[src/sv/vector3_fixed_point_alu_top_assert.svh]
// Assertion macros used by the vector ALU back pipeline (v3alu_back).
// Both expect a signal named clock in the calling scope; V3A_ASSERT also expects reset.
`ifndef VECTOR3_FIXED_POINT_ALU_TOP_ASSERT_SVH
`define VECTOR3_FIXED_POINT_ALU_TOP_ASSERT_SVH
`ifndef NO_ASSERTIONS
`define V3A_ASSERT(lbl, prop) \
   lbl: assert property (@(posedge clock) disable iff (reset) prop) \
      else $error("v3alu assertion failed");
`define V3A_ASSERT_ALWAYS(lbl, prop) \
   lbl: assert property (@(posedge clock) prop) \
      else $error("v3alu assertion failed");
`else
`define V3A_ASSERT(lbl, prop)
`define V3A_ASSERT_ALWAYS(lbl, prop)
`endif
`endif

[src/sv/v3alu_pkg.sv]
package v3alu_pkg;

   localparam int FRAC_BITS  = 16;
   localparam int QUO_W      = FRAC_BITS + 1;
   localparam int DIV_STEPS  = FRAC_BITS + 1;
   localparam int NUM_W      = FRAC_BITS + 33;
   localparam int SQRT_STEPS = 32;
   localparam int FIFO_DEPTH = 4;
   localparam int FIFO_AW    = $clog2(FIFO_DEPTH);
   localparam logic [30:0] LEN_MAX = 31'h7FFF_FFFF;

   typedef enum logic [2:0] {
      CODE_ADD     = 3'd0,
      CODE_SUB     = 3'd1,
      CODE_MUL     = 3'd2,
      CODE_SCALE   = 3'd3,
      CODE_DOT     = 3'd4,
      CODE_CROSS   = 3'd5,
      CODE_NORM    = 3'd6,
      CODE_REFLECT = 3'd7
   } code_type;

   typedef enum logic [7:0] {
      OP_ADD     = 8'b0000_0001,
      OP_SUB     = 8'b0000_0010,
      OP_MUL     = 8'b0000_0100,
      OP_SCALE   = 8'b0000_1000,
      OP_DOT     = 8'b0001_0000,
      OP_CROSS   = 8'b0010_0000,
      OP_NORM    = 8'b0100_0000,
      OP_REFLECT = 8'b1000_0000
   } op_type;

   typedef logic [2:0][31:0] vec_type;

   typedef struct packed {
      logic [2:0]         req_type;
      logic signed [31:0] a_x;
      logic signed [31:0] a_y;
      logic signed [31:0] a_z;
      logic signed [31:0] b_x;
      logic signed [31:0] b_y;
      logic signed [31:0] b_z;
      logic signed [31:0] scale;
   } req_item_type;

   typedef struct packed {
      logic signed [31:0] r_x;
      logic signed [31:0] r_y;
      logic signed [31:0] r_z;
      logic signed [31:0] scalar_out;
      logic [30:0]        length;
      logic               overflow;
      logic               zero_length;
   } rsp_item_type;

   // item as it sits in the queue: decoded op plus the raw request
   typedef struct packed {
      op_type       op;
      req_item_type item;
   } fe_item_type;

   // per-item state carried down the back pipeline
   typedef struct packed {
      op_type      op;
      vec_type     a;
      vec_type     b;
      vec_type     r;
      logic [31:0] scalar;
      logic [31:0] d;
      logic        ov;
      logic        zl;
   } carry_type;

   function automatic op_type decode_op(input logic [2:0] code);
      op_type op;
      case (code)
         CODE_ADD:     op = OP_ADD;
         CODE_SUB:     op = OP_SUB;
         CODE_MUL:     op = OP_MUL;
         CODE_SCALE:   op = OP_SCALE;
         CODE_DOT:     op = OP_DOT;
         CODE_CROSS:   op = OP_CROSS;
         CODE_NORM:    op = OP_NORM;
         CODE_REFLECT: op = OP_REFLECT;
         default:      op = OP_ADD;
      endcase
      return op;
   endfunction

   // {overflow, value} clamped to the 32-bit signed range
   function automatic logic [32:0] sat32(input logic signed [66:0] v);
      logic [32:0] res;
      if (v > 67'sd2147483647) begin
         res = {1'b1, 32'h7FFF_FFFF};
      end else if (v < -67'sd2147483648) begin
         res = {1'b1, 32'h8000_0000};
      end else begin
         res = {1'b0, v[31:0]};
      end
      return res;
   endfunction

   // drop the fraction bits, round half toward +inf
   function automatic logic signed [66:0] round_shift(input logic signed [66:0] v);
      logic signed [66:0] t;
      t = v + (67'sd1 <<< (FRAC_BITS - 1));
      return t >>> FRAC_BITS;
   endfunction

endpackage

[src/sv/v3alu_front.sv]
module v3alu_front (
   input  logic                    clock,
   input  logic                    reset,
   input  logic                    req_valid,
   output logic                    req_stall,
   input  v3alu_pkg::req_item_type req_data,
   input  logic                    full,
   output logic                    push,
   output v3alu_pkg::fe_item_type  push_item
);

   logic                   valid_ff, valid_in;
   v3alu_pkg::fe_item_type item_ff, item_in;
   logic                   take;

   // holding register only blocks when the queue cannot take its item
   assign req_stall = valid_ff && full;
   assign take      = req_valid && !req_stall;
   assign push      = valid_ff && !full;
   assign push_item = item_ff;

   always_comb begin
      valid_in = valid_ff;
      item_in  = item_ff;
      if (push) begin
         valid_in = 1'b0;
      end
      if (take) begin
         valid_in     = 1'b1;
         item_in.op   = v3alu_pkg::decode_op(req_data.req_type);
         item_in.item = req_data;
      end
   end

   always_ff @(posedge clock) begin
      if (reset) begin
         valid_ff <= 1'b0;
      end else begin
         valid_ff <= valid_in;
      end
      item_ff <= item_in;
   end

endmodule

[config.mk]
export PLATFORM = sky130hd
export DESIGN_NAME = v3alu_front
export DESIGN_NICKNAME = d
export VERILOG_FILES = /design/src/sv/vector3_fixed_point_alu_top_assert.svh /design/src/sv/v3alu_pkg.sv /design/src/sv/v3alu_front.sv
export SDC_FILE = /design/constraint.sdc
export NUM_CORES = 1
export LEC_CHECK = 0
export BUFFER_PORTS_ARGS = -buffer_cell sky130_fd_sc_hd__buf_2
export CAP_MARGIN = 10
export CORE_AREA = 2 2 184 186
export DETAILED_ROUTE_END_ITERATION = 8
export DIE_AREA = 0 0 186 188
export SLEW_MARGIN = 20
export SYNTH_ARGS = -nofsm -noshare
export SYNTH_HDL_FRONTEND = slang
export SYNTH_SLANG_ARGS = --single-unit
[constraint.sdc]
create_clock -name clock -period 13.9 [get_ports clock]
set_input_delay 0.695 -clock clock [delete_from_list [all_inputs] [get_ports clock]]
set_output_delay 0.695 -clock clock [all_outputs]
set_load 0.02 [all_outputs]
==> results.toml <==
[status]
status = "finished, final reports clean"

[die]
die_h_microns = 188
initial_utilization_pct = 21.6
die_area_sq_um = 35000
core_area_sq_um = 33100
rows = 67
die_x_microns = 186
num_io_pins = 468

[sta]
fin_setup_tns_ns = 0
slew-limit-headroom_pct = 33.7
hold_ws_ns = 0.330
setup_viol = 0
drv_slew = 0
min_period_ns = 3.02
rsz0062_at_grt = "no"
finalCritPeriodShare_pct = 21.7
skew_ns = 0.0129
tightestPinTransition_ns = 0.994
timing.fmax_mhz = 331
report.final.hold_viol_count = 0

[routing]
drt_iter0_markers = 172
top_layer_used = "met4"
drt_pass1_iterations = 6
met2WireLength_microns = 9720
drt-total-wl_microns = 19500
avgViaCountPerCell = 3.62
ant_nets = 0
drc = 0
wl_met1_microns = 6790
wl_met3_microns = 2580
avgRoutedWirePerCell_microns = 16.0
num_vias = 4409

[clock_network]
clock_latency_ns = 0.53
h-tree-depth = 1
root_buffer = "clkbuf_16"
cts.sinks = 236
post_cts_resized = 0
cts_setup_buffers = 0
cts_made_buffers = 26
clk_path_buf_depth = 3
hold_buffers = 0
cts_tree = "yes"
clk_pin_slew_worst_paths_ns = 0.06

[power_and_ir_drop]
peakVddDrop_mv = 0.114
power.total_w = 0.00167
powerDensity_nw_per_um2 = 152
p_leak_nw = 4.60

[grt]
overflow = 0
grt_start_max_net_pins = 78
first_global_vias = 4657
grtUsageTotal_pct = 10.5
grt_pass1_wl_microns = 27200
antenna_found_initial = 3

[critical_path]
cp.arrival_ns = 3.17
path_class = "flop to flop"
endpoint = "push_item[96]"
reg2regPathDepth = 5
r2r_start = "valid_ff"
timing.rr.end = "push_item[96]"
cp-start-kind = "flop"
ff2ff_setup_slack_ns = 10.88
worstPathRequired_ns = 14.05
end_kind = "flop"
critPathLaunch = "valid_ff"
critPathMaxFanout = 64

[synth]
syn_area_sq_um = 7170
synth_top_area_cell = "edfxtp_1"
async_flop_share_pct = 0
yosysWarnings = 0
synth-edff-count = 235
synthFlopType = "edfxtp_1"
synthTopCellsByArea = "edfxtp_1, nor3b_1, and3b_2"
synthCells = 250
ys_types = 11
yosysSeqAreaShare_pct = 98.7
synth_nets = 481
ys_ff_latch = 236
synth_common_cells = "edfxtp_1, nor3b_1, and3b_2, nor2_1, nor2b_1"
syn_area_per_cell_sq_um = 28.7
yosysTopAreaCellShare_pct = 98.5
synth_most_common_cell = "edfxtp_1"

[cells_and_area]
final_area_sq_um = 11000
fin_nets = 980
syn2layout_area_growth_pct = 53.1
final_util_pct = 33.1
drive_gt1_share_pct = 66.6
fillers = 3235

[place]
numPortBuffers = 467
place.gp.congestion = 0.727
dp_hpwl_microns = 15100
dpl_cell_area_sq_um = 10100

[job]
maxCapViolCount = 0

[min_path]
worstHoldPathType = "input port to flop"
-- area by class of cell --
cell class              instances  area (sq um)  share of cell area [%]
diodes                          3          7.51                  0.0684
clock buffers                  32           694                    6.33
clock inverters                14           146                    1.33
multi-input cells              14          97.6                   0.890
flip-flops and latches        236          7080                    64.5
well taps                     448           561                    5.11
repair buffers                471          2390                    21.8
-- registers in the layout (all words and copies together) (netlist names) --
register   count
push_item    235
valid_ff       1
-- metal layers --
| metal | global-route usage [%] | vias up |
|---|---|---|
| li1 | - | 2024 |
| met1 | 10.7 | 2054 |
| met2 | 18.5 | 304 |
| met3 | 4.99 | 27 |
| met4 | 3.66 | 0 |
| met5 | 0 | - |
-- cells by family (layout without fill, tap and decap cells) --
kind of cell | count (synthesis) | count (layout) | synth area share [%]
flip-flops | 236 | 236 | 98.7
other | 0 | 3 | 0
AND/OR/NAND/NOR | 13 | 13 | 1.19
buffers and inverters | 0 | 517 | 0
AO/OA/AOI/OAI | 1 | 1 | 0.0698
-- metrics by stage --
stage               std cells  worst slack, ns
floorplan                 250             1.84
global placement         1168            10.09
detailed placement       1168            10.02
CTS                      1214            10.55
global route             1216            10.62
finish                   1218            10.88
-- worst max-delay path: stages (launching register included) --
cell     delay [ns]
dfxtp_1        0.31
and2_1         0.17
nor2b_4        0.47
buf_16         0.24
buf_4          0.63
buf_4          0.74
-- worst min-delay path by stage --
stage	from	endpoint	slack, ns	depth (start not counted)
finish	req_data[213]	push_item[213]	0.33	1
global route	req_data[29]	push_item[29]	0.29	1
CTS	req_data[213]	push_item[213]	0.28	1
detailed placement	valid_ff	valid_ff	0.51	2
global placement	valid_ff	valid_ff	0.51	2
floorplan	valid_ff	valid_ff	0.46	2
-- cells in the final DEF (no fill, tap or decap) --
cell / Yosys / routed
clkinv_2: 0 / 3
buf_4: 0 / 3
and2_1: 1 / 1
diode_2: 0 / 3
bufinv_16: 0 / 3
buf_2: 0 / 467
clkbuf_16: 0 / 27
nor2b_4: 0 / 1
buf_16: 0 / 1
clkinvlp_4: 0 / 3
and3_2: 1 / 1
a21oi_1: 1 / 1
nand2_1: 1 / 1
clkbuf_1: 0 / 5
nor3_1: 1 / 1
nor2_1: 2 / 2
edfxtp_1: 235 / 235
dfxtp_1: 1 / 1
nor2b_1: 2 / 1
clkinv_1: 0 / 5
and3b_2: 2 / 2
nor3b_1: 3 / 3
-- report_power, final --
group	internal (W)	switching (W)	total, W
sequential	0.000834	0.00000968	0.000843
clock	0.000408	0.000268	0.000676
combinational	0.0000508	0.0000965	0.000147
total	0.00129	0.000375	0.00167
(Power assumes the default switching activity.)
