**src/sv/vector3_fixed_point_alu_top_assert.svh**
```systemverilog
// Assertion macros used by the vector ALU back pipeline (v3alu_back).
// Both expect a signal named clock in the calling scope; V3A_ASSERT also expects reset.
`ifndef VECTOR3_FIXED_POINT_ALU_TOP_ASSERT_SVH
`define VECTOR3_FIXED_POINT_ALU_TOP_ASSERT_SVH
`ifndef NO_ASSERTIONS
`define V3A_ASSERT(lbl, prop) \
   lbl: assert property (@(posedge clock) disable iff (reset) prop) \
      else $error("v3alu assertion failed");
`define V3A_ASSERT_ALWAYS(lbl, prop) \
   lbl: assert property (@(posedge clock) prop) \
      else $error("v3alu assertion failed");
`else
`define V3A_ASSERT(lbl, prop)
`define V3A_ASSERT_ALWAYS(lbl, prop)
`endif
`endif

```
**src/sv/v3alu_pkg.sv**
```systemverilog
package v3alu_pkg;

   localparam int FRAC_BITS  = 16;
   localparam int QUO_W      = FRAC_BITS + 1;
   localparam int DIV_STEPS  = FRAC_BITS + 1;
   localparam int NUM_W      = FRAC_BITS + 33;
   localparam int SQRT_STEPS = 32;
   localparam int FIFO_DEPTH = 4;
   localparam int FIFO_AW    = $clog2(FIFO_DEPTH);
   localparam logic [30:0] LEN_MAX = 31'h7FFF_FFFF;

   typedef enum logic [2:0] {
      CODE_ADD     = 3'd0,
      CODE_SUB     = 3'd1,
      CODE_MUL     = 3'd2,
      CODE_SCALE   = 3'd3,
      CODE_DOT     = 3'd4,
      CODE_CROSS   = 3'd5,
      CODE_NORM    = 3'd6,
      CODE_REFLECT = 3'd7
   } code_type;

   typedef enum logic [7:0] {
      OP_ADD     = 8'b0000_0001,
      OP_SUB     = 8'b0000_0010,
      OP_MUL     = 8'b0000_0100,
      OP_SCALE   = 8'b0000_1000,
      OP_DOT     = 8'b0001_0000,
      OP_CROSS   = 8'b0010_0000,
      OP_NORM    = 8'b0100_0000,
      OP_REFLECT = 8'b1000_0000
   } op_type;

   typedef logic [2:0][31:0] vec_type;

   typedef struct packed {
      logic [2:0]         req_type;
      logic signed [31:0] a_x;
      logic signed [31:0] a_y;
      logic signed [31:0] a_z;
      logic signed [31:0] b_x;
      logic signed [31:0] b_y;
      logic signed [31:0] b_z;
      logic signed [31:0] scale;
   } req_item_type;

   typedef struct packed {
      logic signed [31:0] r_x;
      logic signed [31:0] r_y;
      logic signed [31:0] r_z;
      logic signed [31:0] scalar_out;
      logic [30:0]        length;
      logic               overflow;
      logic               zero_length;
   } rsp_item_type;

   // item as it sits in the queue: decoded op plus the raw request
   typedef struct packed {
      op_type       op;
      req_item_type item;
   } fe_item_type;

   // per-item state carried down the back pipeline
   typedef struct packed {
      op_type      op;
      vec_type     a;
      vec_type     b;
      vec_type     r;
      logic [31:0] scalar;
      logic [31:0] d;
      logic        ov;
      logic        zl;
   } carry_type;

   function automatic op_type decode_op(input logic [2:0] code);
      op_type op;
      case (code)
         CODE_ADD:     op = OP_ADD;
         CODE_SUB:     op = OP_SUB;
         CODE_MUL:     op = OP_MUL;
         CODE_SCALE:   op = OP_SCALE;
         CODE_DOT:     op = OP_DOT;
         CODE_CROSS:   op = OP_CROSS;
         CODE_NORM:    op = OP_NORM;
         CODE_REFLECT: op = OP_REFLECT;
         default:      op = OP_ADD;
      endcase
      return op;
   endfunction

   // {overflow, value} clamped to the 32-bit signed range
   function automatic logic [32:0] sat32(input logic signed [66:0] v);
      logic [32:0] res;
      if (v > 67'sd2147483647) begin
         res = {1'b1, 32'h7FFF_FFFF};
      end else if (v < -67'sd2147483648) begin
         res = {1'b1, 32'h8000_0000};
      end else begin
         res = {1'b0, v[31:0]};
      end
      return res;
   endfunction

   // drop the fraction bits, round half toward +inf
   function automatic logic signed [66:0] round_shift(input logic signed [66:0] v);
      logic signed [66:0] t;
      t = v + (67'sd1 <<< (FRAC_BITS - 1));
      return t >>> FRAC_BITS;
   endfunction

endpackage

```
**src/sv/v3alu_fifo.sv**
```systemverilog
module v3alu_fifo (
   input  logic                   clock,
   input  logic                   reset,
   input  logic                   push,
   input  v3alu_pkg::fe_item_type push_item,
   output logic                   full,
   input  logic                   pop,
   output logic                   empty,
   output v3alu_pkg::fe_item_type head
);

   v3alu_pkg::fe_item_type mem_ff [v3alu_pkg::FIFO_DEPTH];
   logic [v3alu_pkg::FIFO_AW-1:0] wr_ff, wr_in, rd_ff, rd_in;
   logic [v3alu_pkg::FIFO_AW:0]   cnt_ff, cnt_in;

   assign full  = (cnt_ff == (v3alu_pkg::FIFO_AW + 1)'(v3alu_pkg::FIFO_DEPTH));
   assign empty = (cnt_ff == '0);
   assign head  = mem_ff[rd_ff];

   always_comb begin
      wr_in  = push ? wr_ff + 1'b1 : wr_ff;
      rd_in  = pop ? rd_ff + 1'b1 : rd_ff;
      cnt_in = cnt_ff + (v3alu_pkg::FIFO_AW + 1)'(push) - (v3alu_pkg::FIFO_AW + 1)'(pop);
   end

   always_ff @(posedge clock) begin
      if (reset) begin
         wr_ff  <= '0;
         rd_ff  <= '0;
         cnt_ff <= '0;
      end else begin
         wr_ff  <= wr_in;
         rd_ff  <= rd_in;
         cnt_ff <= cnt_in;
      end
      if (push) begin
         mem_ff[wr_ff] <= push_item;
      end
   end

endmodule

```
**config.mk**
```make
export PLATFORM = sky130hd
export DESIGN_NAME = v3alu_fifo
export DESIGN_NICKNAME = d
export VERILOG_FILES = /design/src/sv/vector3_fixed_point_alu_top_assert.svh /design/src/sv/v3alu_pkg.sv /design/src/sv/v3alu_fifo.sv
export SDC_FILE = /design/constraint.sdc
export NUM_CORES = 1
export LEC_CHECK = 0
export ABC_AREA = 1
export BUFFER_PORTS_ARGS = -buffer_cell sky130_fd_sc_hd__buf_2
export CAP_MARGIN = 10
export CORE_AREA = 2 2 356 358
export CTS_BUF_LIST = sky130_fd_sc_hd__clkbuf_16
export DETAILED_ROUTE_END_ITERATION = 6
export DIE_AREA = 0 0 358 360
export PLACE_DENSITY = 0.5
export SYNTH_ARGS = -nofsm -noshare
export SYNTH_HDL_FRONTEND = slang
export SYNTH_SLANG_ARGS = --single-unit
```
**constraint.sdc**
```tcl
create_clock -name clock -period 13.14 [get_ports clock]
set_input_delay 1.971 -clock clock [delete_from_list [all_inputs] [get_ports clock]]
set_output_delay 1.971 -clock clock [all_outputs]
set_load 0.02 [all_outputs]
```
==> metrics.txt <==
# TYPE chip_impl_metric gauge
chip_impl_info{name="run_status",value="completed"} 1
chip_impl_metric{name="clk_transition_reported_paths",unit="ps"} 60
chip_impl_metric{name="number_of_placed_instances_with_taps_included",unit=""} 4788
chip_impl_metric{name="setup.reg_to_reg.worst_slack",unit="ps"} 9740
chip_impl_metric{name="route.detailed.vias_per_inst",unit=""} 4.34
chip_impl_metric{name="drive_above_1_share",unit="%"} 18.9
chip_impl_metric{name="via_count",unit=""} 21593
chip_impl_info{name="critical-path-slowest-cell",value="dfxtp_4"} 1
chip_impl_metric{name="p_total",unit="mW"} 6.75
chip_impl_metric{name="wire_length_of_the_first_global_routing_pass",unit="µm"} 124000
chip_impl_info{name="cts_tree",value="done"} 1
chip_impl_metric{name="syn_area_per_cell",unit="µm²"} 13.4
chip_impl_metric{name="power.share.switching",unit="%"} 24.3
chip_impl_metric{name="timing.max_cap.violations",unit=""} 0
chip_impl_metric{name="power_density",unit="mW/mm²"} 153
chip_impl_metric{name="synth.distinct_cells",unit=""} 16
chip_impl_metric{name="finalWorstPathRequiredPeriod",unit="ps"} 6100
chip_impl_info{name="min_from",value="rd_ff[1]"} 1
chip_impl_metric{name="yosys_register_bits",unit=""} 949
chip_impl_metric{name="finalMaxSlewViolations",unit=""} 0
chip_impl_metric{name="netSwitchingPower",unit="mW"} 1.64
chip_impl_metric{name="grt_pass1_vias",unit=""} 20809
chip_impl_metric{name="crit_path_max_incr_delay",unit="ps"} 1010
chip_impl_metric{name="grt_start_max_net_pins",unit=""} 237
chip_impl_info{name="path_cells",value="buf_4, buf_4, o211ai_1, nand2_1, buf_2"} 1
chip_impl_metric{name="post_syn_area",unit="mm²"} 0.0374
chip_impl_info{name="setup_repair_after_global_routing_missed_its_margin",value="no"} 1
chip_impl_metric{name="vdd_drop_max",unit="mV"} 0.112
chip_impl_info{name="clock_tree.root_cell",value="clkbuf_16"} 1
chip_impl_metric{name="chip_height",unit="µm"} 360
chip_impl_info{name="timing.critical_path.to_type",value="primary output"} 1
chip_impl_info{name="criticalPathCategory",value="flip-flop to primary output"} 1
chip_impl_metric{name="groute.usage.overall",unit="%"} 12.5
chip_impl_metric{name="syn_inst",unit=""} 2798
chip_impl_metric{name="max_freq",unit="MHz"} 164
chip_impl_metric{name="cts_sinks",unit=""} 949
chip_impl_metric{name="clockPowerShare",unit="%"} 38.2
chip_impl_metric{name="internal_power",unit="mW"} 5.11
chip_impl_info{name="critical-path-top-delay-family",value="buffers and inverters"} 1
chip_impl_metric{name="static-leakage-power",unit="nW"} 16.8
chip_impl_metric{name="cts_hold_buffers",unit=""} 0
chip_impl_metric{name="placement.io_buffers",unit=""} 475
chip_impl_metric{name="final_nets",unit=""} 3488
chip_impl_metric{name="die_width",unit="µm"} 358
chip_impl_metric{name="hold-worst-slack",unit="ps"} 455
chip_impl_metric{name="antenna_violating_nets_post_route",unit=""} 0
chip_impl_metric{name="cts_resized",unit=""} 0
chip_impl_metric{name="wire_per_inst",unit="µm"} 16.5
chip_impl_metric{name="seq_power_share",unit="%"} 51.9
chip_impl_metric{name="final_cycle_share",unit="%"} 46.4
chip_impl_metric{name="maxSlewHeadroom",unit="%"} 25.2
chip_impl_metric{name="cts_max_level",unit=""} 3
chip_impl_info{name="dominant_cell_type_by_count_on_the_critical_path",value="buf_4"} 1
chip_impl_metric{name="num_rows",unit=""} 130
chip_impl_metric{name="fin_setup_tns",unit="ps"} 0
chip_impl_metric{name="grt-ovfl-total",unit=""} 0
chip_impl_info{name="worstSetupStartpointType",value="flip-flop"} 1
chip_impl_metric{name="place_congestion",unit=""} 0.736
chip_impl_info{name="critical_path.reg2reg.startpoint",value="wr_ff[0]"} 1
chip_impl_metric{name="cp_data_arrival_time",unit="ps"} 4130
chip_impl_metric{name="cts.path.max_buffers",unit=""} 3
chip_impl_metric{name="floorplan.initialDensity",unit="%"} 29.9
chip_impl_metric{name="grt_antenna_before_repair",unit=""} 31
chip_impl_info{name="holdCritPathClass",value="flip-flop to flip-flop"} 1
chip_impl_metric{name="report.final.setup_viol",unit=""} 0
chip_impl_metric{name="worst-endpoint-required",unit="ps"} 11170
chip_impl_metric{name="synth-warning-count",unit=""} 0
chip_impl_metric{name="post-route-drc-count",unit=""} 0
chip_impl_metric{name="post_cts_setup_inserts",unit=""} 0
chip_impl_metric{name="tritoncts.num_buffers",unit=""} 102
chip_impl_info{name="crit_path_end",value="head[137]"} 1
chip_impl_metric{name="combPwrFrac",unit="%"} 10.0
chip_impl_metric{name="die-area",unit="mm²"} 0.129
chip_impl_metric{name="timing.clock.skew",unit="ps"} 17.9
chip_impl_metric{name="insertion_delay",unit="ps"} 690
chip_impl_metric{name="place.detailed.hpwl",unit="µm"} 47300
chip_impl_metric{name="tightest_slew",unit="ps"} 1120
chip_impl_metric{name="reg2regPathDepth",unit=""} 6
chip_impl_metric{name="synth_fp_nets",unit=""} 3044
chip_impl_metric{name="crit_fanout",unit=""} 95
chip_impl_metric{name="postRouteWirelength",unit="µm"} 82000
chip_impl_info{name="timing.rr.end",value="mem_ff[0][159]"} 1
chip_impl_metric{name="pin_count",unit=""} 476
chip_impl_metric{name="flow.area_growth_from_synthesis",unit="%"} 17.8
chip_impl_metric{name="detailedRoute.firstIterationViolations",unit=""} 1195
chip_impl_metric{name="floorplan.core_area",unit="mm²"} 0.125
chip_impl_metric{name="timing.critical_path.depth",unit=""} 5
chip_impl_metric{name="hold_violations",unit=""} 0
chip_impl_metric{name="drt_pass1_iterations",unit=""} 6
chip_impl_metric{name="path_buf_inv",unit=""} 3
chip_impl_metric{name="fin_cells",unit=""} 4976
chip_impl_metric{name="seq_area_frac_synth",unit="%"} 76.0
-- cell families after synthesis --
kind of cell             Yosys count  synth area share (%)
AO/OA/AOI/OAI                    715                  11.2
adder cells (fa/ha/maj)            7                 0.254
AND/OR/NAND/NOR                  484                  4.87
flip-flops                       949                  76.0
buffers and inverters            643                  7.70
-- worst reg2reg max path: cells and delay by family, from the launching register on --
kind / cells / cell delay (ps)
buffers and inverters: 4 / 2390
DFF: 1 / 320
adders and majority gates: 1 / 150
and+or+nand+nor: 1 / 120
-- state kept, by name, summed over array words and instances (netlist names), named ones only --
signal  flops
wr_ff       2
cnt_ff      3
rd_ff       2
mem_ff    940
-- cell type report --
type,instances,area (µm²)
Clock inverter,73,392
Clock buffer,104,2600
Fill cell,12239,80900
Inverter,486,1850
Tap cell,1650,2060
Sequential cell,949,28400
Multi-Input combinational cell,1206,6080
Timing Repair Buffer,497,2580
Antenna cell,11,27.5
-- per-stage QoR --
step	instance area, µm²	worst slack [ps]	util (%)
6_report	44000	7040	35.2
5_1_grt	44000	6690	35.2
4_1_cts	44000	6910	35.2
3_5_place_dp	41000	7700	32.8
3_3_place_gp	41000	7720	32.8
2_1_floorplan	37400	6040	-
-- how the worst min path moves through the flow --
stage                           end  slack [ps]  cells after the start
after floorplan           flip-flop         440                      2
after global placement    flip-flop         460                      2
after detailed placement  flip-flop         450                      2
after CTS                 flip-flop         460                      2
after global routing      flip-flop         490                      1
final                     flip-flop         460                      2
-- placed cells by master (no fill, tap or decap) --
master and n:
nor2_1 4, fa_1 1, inv_6 4, nor3_1 1, o21ai_0 239, o211ai_1 235, clkinv_8 1, diode_2 11
clkbuf_16 104, buf_2 475, nand3_1 1, clkinvlp_4 4, inv_1 510, buf_12 3, clkinv_1 25, inv_8 5
a21oi_1 241, dfxtp_4 2, nand2_1 478, edfxtp_1 940, bufinv_16 2, clkinv_2 8, buf_4 19, ha_1 6
dfxtp_1 7
-- per-layer routing --
layer	track usage (%)	share of wire, %
met4	4.38	2.3
met2	20.8	48
met1	14.9	41
met3	4.50	8.0
met5	0	0.33
-- Yosys cell counts --
| cell type | count | area (µm²) |
|---|---|---|
| buf_2 | 90 | 450 |
| fa_1 | 1 | 20.0 |
| nand3_1 | 1 | 5.00 |
| dfxtp_1 | 9 | 180 |
| a21oi_1 | 241 | 1210 |
| edfxtp_1 | 940 | 28200 |
| nor3_1 | 1 | 5.00 |
| buf_1 | 16 | 60.1 |
| buf_6 | 47 | 529 |
| ha_1 | 6 | 75.1 |
| inv_1 | 486 | 1820 |
| nand2_1 | 478 | 1790 |
| o211ai_1 | 235 | 1760 |
| o21ai_0 | 239 | 1200 |
| nor2_1 | 4 | 15.0 |
| clkbuf_1 | 4 | 15.0 |
-- power by group through the flow --
stage	Combinational [mW]	Clock [mW]	Sequential (mW)
after floorplan	0.435	0	3.58
after global placement	0.687	0	3.56
after detailed placement	0.690	0	3.57
after CTS	0.691	2.67	3.50
after global routing	0.751	2.78	3.51
final	0.673	2.58	3.50
(Power assumes the default switching activity.)
